### config.mk
export PLATFORM = sky130hd
export DESIGN_NAME = gmts_select
export DESIGN_NICKNAME = d
export VERILOG_FILES = /design/src/rtl/gmts_pkg.sv /design/src/rtl/gmts_select.sv
export SDC_FILE = /design/constraint.sdc
export NUM_CORES = 1
export LEC_CHECK = 0
export ABC_AREA = 1
export BUFFER_PORTS_ARGS = -buffer_cell sky130_fd_sc_hd__buf_2
export CORE_UTILIZATION = 58
export CTS_CLUSTER_SIZE = 20
export DETAILED_ROUTE_END_ITERATION = 10
export PLACE_DENSITY_LB_ADDON = 0.08
export SYNTH_ARGS = -nofsm -noshare
export SYNTH_HDL_FRONTEND = slang
export SYNTH_SLANG_ARGS = --single-unit
### constraint.sdc
create_clock -name clk_i -period 3 [get_ports clk_i]
set_input_delay 0.3 -clock clk_i [delete_from_list [all_inputs] [get_ports clk_i]]
set_output_delay 0.3 -clock clk_i [all_outputs]
set_load 0.02 [all_outputs]
### src/rtl/gmts_pkg.sv
package gmts_pkg;

  // Field widths
  localparam int unsigned ProbW  = 16;
  localparam int unsigned CodeW  = 16;
  localparam int unsigned InvW   = 16;
  localparam int unsigned PosW   = 16;
  localparam int unsigned ScoreW = 32;

  // Q.16 log domain
  localparam int unsigned FracW  = 16;
  localparam int unsigned LgW    = 21;              // log2 of values below 2^32
  localparam int unsigned MagW   = LgW + InvW - 8;  // temperature-scaled magnitude

  localparam logic [LgW-1:0]    Lg16Q16      = 21'h10_0000;  // 16.0
  localparam logic [LgW-1:0]    Lg17Q16      = 21'h11_0000;  // 17.0
  localparam logic [InvW-1:0]   InvTempReset = 16'd256;      // 1.0 in Q8.8

  // Candidate handed from the scoring pipe to the selector
  typedef struct packed {
    logic signed [ScoreW-1:0] score;
    logic                     nonzero;
    logic                     last;
  } gmts_cand_t;

  // log2(1 + idx/2^tab_bits) in Q0.16 by repeated squaring; elaboration only
  function automatic logic [FracW-1:0] log_rom_entry(input int unsigned idx,
                                                      input int unsigned tab_bits);
    logic [63:0]      y;
    logic [FracW-1:0] r;
    y = ((64'd1 << tab_bits) + 64'(idx)) << (30 - tab_bits);
    r = '0;
    for (int k = 0; k < FracW; k++) begin
      y = (y * y) >> 30;
      r = {r[FracW-2:0], 1'b0};
      if (y >= (64'd1 << 31)) begin
        r[0] = 1'b1;
        y    = y >> 1;
      end
    end
    return r;
  endfunction

endpackage

### src/rtl/gmts_select.sv
// Running argmax over one vector and the result register.
module gmts_select import gmts_pkg::*; #(
  parameter int unsigned MAX_ELEMENTS = 65536
) (
  input  logic            clk_i,
  input  logic            rst_ni,
  input  logic            cand_valid_i,
  output logic            cand_ready_o,
  input  gmts_cand_t      cand_i,
  output logic            out_valid_o,
  input  logic            out_ready_i,
  output logic [PosW-1:0] chosen_index_o,
  output logic            any_chosen_o
);

  logic                     out_valid_q, out_valid_d;
  logic [PosW-1:0]          index_q;
  logic                     any_q;
  logic [PosW-1:0]          pos_q, pos_d;
  logic signed [ScoreW-1:0] best_q, best_d;
  logic [PosW-1:0]          best_pos_q, best_pos_d;
  logic                     found_q, found_d;
  logic                     take, emit;
  logic [PosW:0]            pos_inc;

  // a last element needs the result register free
  assign cand_ready_o = !cand_i.last || !out_valid_q || out_ready_i;
  assign take         = cand_valid_i && cand_ready_o;
  assign emit         = take && cand_i.last;

  always_comb begin
    best_d     = best_q;
    best_pos_d = best_pos_q;
    found_d    = found_q;
    if (cand_i.nonzero && (!found_q || cand_i.score > best_q)) begin
      best_d     = cand_i.score;
      best_pos_d = pos_q;
    end
    if (cand_i.nonzero) begin
      found_d = 1'b1;
    end
    pos_inc = {1'b0, pos_q} + (PosW+1)'(1);
    pos_d   = (pos_inc >= (PosW+1)'(MAX_ELEMENTS)) ? '0 : pos_inc[PosW-1:0];
    out_valid_d = (out_valid_q && !out_ready_i) || emit;
  end

  always_ff @(posedge clk_i or negedge rst_ni) begin
    if (!rst_ni) begin
      out_valid_q <= 1'b0;
      pos_q       <= '0;
      best_q      <= {1'b1, {(ScoreW-1){1'b0}}};
      best_pos_q  <= '0;
      found_q     <= 1'b0;
    end else begin
      out_valid_q <= out_valid_d;
      if (emit) begin
        pos_q      <= '0;
        best_q     <= {1'b1, {(ScoreW-1){1'b0}}};
        best_pos_q <= '0;
        found_q    <= 1'b0;
      end else if (take) begin
        pos_q      <= pos_d;
        best_q     <= best_d;
        best_pos_q <= best_pos_d;
        found_q    <= found_d;
      end
    end
  end

  always_ff @(posedge clk_i) begin
    if (emit) begin
      index_q <= found_d ? best_pos_d : '0;
      any_q   <= found_d;
    end
  end

  assign out_valid_o    = out_valid_q;
  assign chosen_index_o = index_q;
  assign any_chosen_o   = any_q;

endmodule
Word level (Yosys, flattened, before mapping). Index checks and enable logic that the tools add are counted.

Register bits after elaboration: 83. Input port bits: 38.

Add/subtract/negate cells: 1. Magnitude comparators: 2. Mux-type cells: 12. Reductions and logical operators: 15.

Operators by type and width (number): 16-bit 2-to-1 mux (6); 32-bit 2-to-1 mux (3); 32-bit > comparator (1); 16-bit by 1-bit adder with 17-bit output, second input constant (1); 17-bit greater-or-equal comparator, second input constant (1); 1-bit logical AND (4); 1-bit logical NOT (4); 1-bit logical OR (4); 2-bit nonzero test (2); 1-bit 2-to-1 mux (3); 2-bit AND reduction (1).

Logic depth before layout (Yosys ltp).
Depth in word-level cells: 7. Gate-level depth with buffers: 23.

Worst setup path after synthesis. Ideal clock, no wire load.

Path kind: register -> register. Start point: reg best_q[31]. End point: reg index_q[2] (netlist: chosen_index_o[2]) (data pin). Arrival time: 1.999 ns. Required time: 2.731 ns. Setup slack: 0.732 ns. Stages on the path, launching flop included: 15. Path buffers: 1. Path through: dfstp_2 -> inv_1 -> ha_1 -> a21oi_1 -> o21a_1 -> nand2_1 -> a21oi_1 -> nand3_1 -> nand2_1 -> nand2_2 -> nand2_4 -> buf_2 -> nand3_1 -> nand2_1 -> nor2_1.

Longest elaborated chain between the ends: 4.

Ends and longest elaborated chain: from (decl) (RTL line gmts_select.sv:20) `logic signed [ScoreW-1:0] best_q, best_d;`; from (signal assigned) (RTL line gmts_select.sv:51) `best_q <= {1'b1, {(ScoreW-1){1'b0}}};`; from (signal assigned) (RTL line gmts_select.sv:58) `best_q <= {1'b1, {(ScoreW-1){1'b0}}};`; from (signal assigned) (RTL line gmts_select.sv:63) `best_q <= best_d;`; 32-bit > comparator (RTL line gmts_select.sv:35) `if (cand_i.nonzero && (!found_q || cand_i.score > best_q)) begin`; 1-bit logical OR (RTL line gmts_select.sv:35); 1-bit logical AND (RTL line gmts_select.sv:35); 16-bit 2-to-1 mux (RTL line gmts_select.sv:35); to (signal assigned) (RTL line gmts_select.sv:72) `index_q <= found_d ? best_pos_d : '0;`; to (decl) (RTL line gmts_select.sv:17) `logic [PosW-1:0] index_q;`.

No other way between the ends. A chain may end at the register's enable or synchronous reset.

Worst setup path after layout.
Start point: reg best_q[31]. End point: reg best_q[3].

Longest elaborated chain between the ends: 5.

Ends and longest elaborated chain (RTL line): 32-bit > comparator (gmts_select.sv:35); 1-bit logical OR (gmts_select.sv:35); 1-bit logical AND (gmts_select.sv:35); 2-bit nonzero test (no line); 2-bit AND reduction (no line).

No other way between the ends.

==> impl_results.md <==
- Ys Warns: 0
- Max-Cap Viols: 0
- # nets final: 706
- Initial Utilization: 60.1%
- Hpwl dp: 7010 µm
- Post-route antenna net violation count: 0
- Core Util, Final: 67.2%
- Count of state elements after synthesis: 83
- RSZ-0062 raised after global routing: false
- DR vias/cell: 5.22
- # fillers: 673
- Combinational share of power: 23.6%
- P_leak: 2.74 nW
- Tcrit/Tclk final: 90.4%
- Largest net degree at the start of global routing: 45
- Die span in y: 91.7 µm
- R2R setup slack: 0.29 ns
- Area Overhead vs Synth: 11.8%
- Tot Pwr: 0.00291 W
- Mapped Cells: 580
- Switching pwr: 0.000972 W
- Maximum achievable frequency: 0.369 GHz
- Max clock buf depth: 2
- Crit path time final: 2.71 ns
- Clk pwr share: 29.1%
- Net Count, Synth: 651
- Die Wd: 91.7 µm
- Min-Delay Path Class: in -> reg
- Reg area: 0.00216 mm²
- CTS root buf: clkbuf_8
- CTS H-tree depth: 3
- Final hold violation count: 0
- Post-CTS Resized: 0
- Critical Path RT: 3.26 ns
- Row cnt: 32
- Seq/Total Area, Yosys: 46.4%
- Dpl cell area: 0.00500 mm²
- Outcome: completed
- Area of the multi-input gates: 0.00207 mm²
- Drt drc: 0
- Wirelength, routed: 9660 µm
- First-pass GRT wire length: 16900 µm
- PwrDens: 558 mW/mm²
- Mapped Avg Cell Area: 8.04 µm²
- Cts hold-fix bufs: 1
- Cell area after layout: 0.00522 mm²
- Vias in the first global route: 3713
- Initial antenna violation count: 0
- Postcts setup bufs: 0
- Maximum vdd drop: 296 µV
- Wire length per cell: 13.0 µm
- Yosys cell types: 34
- Setup TNS: 0 ns
- Worst Setup End Kind: flop
- Pint: 0.00194 W
- Drt first pass iters: 5
- Switching power share of the total: 33.4%
- Number of DRC markers in iteration 0: 251
- Worst Setup Start Kind: flop
- Cell area after synthesis: 0.00467 mm²
- Reg power frac: 47.3%
- Core ar.: 0.00777 mm²
- Worst slew pin tran: 0.779 ns
- Number of diodes: 0
- Total track usage: 25.4%
- Kind of critical path: reg -> reg
- Die Area: 0.00841 mm²
- Layout cells sized above 1: 15.3%
- IO Pins: 57
- Critical Path AT: 2.98 ns
- Final WS setup: 0.289 ns
- Skew-Pair Late Insertion Delay: 0.37 ns
- Via count: 3871
- CTS buffer count: 9
- CTS tree: built
- Post-Place Worst Slack: 0.288 ns
- Slew Limit Fails: 0
- Max FO, Critical Path: 33
- Slew HR: 48.0%
- Clock-pin slew on the worst setup and hold paths: 0.09 ns
- Final global-route overflow total: 0
- I/O Buffers: 56
- # clock sinks: 83
- Final setup vio count: 0
- GP Congestion: 0.844
- Worst Skew: 0.0104 ns
Yosys cell counts, drive strengths merged:
| library cell | number | area [µm²] |
|---|---|---|
| nand2 | 194 | 812 |
| inv | 83 | 312 |
| nand3 | 70 | 350 |
| dfrtp | 65 | 1630 |
| nor2 | 43 | 166 |
| ha | 33 | 413 |
| a21oi | 21 | 105 |
| edfxtp | 17 | 510 |
| buf | 10 | 98.8 |
| clkbuf | 8 | 30.0 |
| nor3 | 8 | 40.0 |
| o21ai | 8 | 40.0 |
| nand4 | 5 | 31.3 |
| nand3b | 3 | 22.5 |
| a31oi | 2 | 12.5 |
| a211oi | 1 | 7.51 |
| a21o | 1 | 7.51 |
| a221oi | 1 | 8.76 |
| a22o | 1 | 8.76 |
| dfstp | 1 | 26.3 |
| nor3b | 1 | 7.51 |
| nor4 | 1 | 6.26 |
| o21a | 1 | 7.51 |
| or2 | 1 | 6.26 |
| xor2 | 1 | 8.76 |
cells in the final DEF (no fill, tap or decap), types with 2 or more instances in the layout:
cell,synthesis,layout
buf_2,1,56
nand2_1,179,179
clkbuf_8,0,9
nor2_2,2,2
dfrtp_1,65,65
inv_6,0,4
nand2_2,11,11
inv_1,82,82
nor3_1,8,8
nor2_1,41,40
buf_4,1,4
o21ai_0,8,8
ha_1,33,33
a21oi_1,21,21
a31oi_1,2,2
nand3_1,70,70
edfxtp_1,17,17
nand4_1,5,5
nand3b_1,3,3
nand2_8,3,3
layout make-up:
| type | count | area share (%) |
|---|---|---|
| flip-flops and latches | 83 | 41.5 |
| multi-input cells | 396 | 39.7 |
| repair buffers | 62 | 6.52 |
| inverters | 83 | 5.97 |
| well taps | 102 | 2.45 |
| clock buffers | 9 | 2.37 |
| clock inverters | 7 | 1.56 |
logic make-up (layout without fill, tap and decap cells):
logic type               Yosys count  in the layout  synth area share (%)
AO/OA/AOI/OAI                     36             36                  4.24
XOR/XNOR                           1              1                 0.188
adder cells (fa/ha/maj)           33             33                  8.85
buffers and inverters            101            161                  9.44
flip-flops                        83             83                  46.4
AND/OR/NAND/NOR                  326            326                  30.9
registers in the layout, summed over array words and instances, names as in the netlist:
name / flops
pos_q: 16
any_chosen_o: 1
best_q: 32
found_q: 1
best_pos_q: 16
chosen_index_o: 16
out_valid_o: 1
path summary, 6_finish.rpt:
path | start | endpoint | depth (start not counted)
min in group asynchronous | rst_ni | best_q[27] | 3
worst min register to register | best_q[31] | best_q[31] | 2
worst max-delay path | best_q[31] | best_q[3] | 17
worst min-delay path | cand_i[13] | best_q[11] | 3
max in group asynchronous | rst_ni | pos_q[7] | 3
worst max register to register | best_q[31] | best_q[3] | 17
per-stage QoR:
step | hold slack, ns | instances
final | 0.175 | 742
after global routing | 0.196 | 742
after CTS | 0.171 | 742
after detailed placement | 0.317 | 725
after global placement | 0.310 | 725
after floorplan | 0.00441 | 580
power by group through the flow:
stage	Clock [W]	Sequential, W	Combinational, W
finish	0.000846	0.00138	0.000688
global route	0.000899	0.00139	0.000804
CTS	0.000858	0.00137	0.000693
detailed placement	0	0.00139	0.000688
global placement	0	0.00139	0.000654
floorplan	0	0.00140	0.000494
metal layers:
| layer | up-vias | track usage, % | wire length (µm) |
|---|---|---|---|
| met4 | 0 | 10.9 | 160 |
| met3 | 12 | 2.82 | 389 |
| met5 | - | 0 | 0 |
| met2 | 94 | 39.2 | 4420 |
| met1 | 1812 | 36.8 | 4690 |
| li1 | 1953 | - | - |
worst max-delay path: stages, from the launching register on:
cell and delay [ns]:
dfstp_2 0.54, inv_1 0.04, ha_1 0.32, nand2_1 0.10, nor2_2 0.12, nand2_1 0.08, nor2_2 0.12, nand2_1 0.08
nand2_1 0.07, nand2_1 0.05, nand2_1 0.06, nand2_2 0.06, nand2_4 0.17, nand2_8 0.15, nand2_8 0.23, nand2_8 0.21
nand2_1 0.12, nand2_1 0.06
Power figures use the tool's default switching activity.
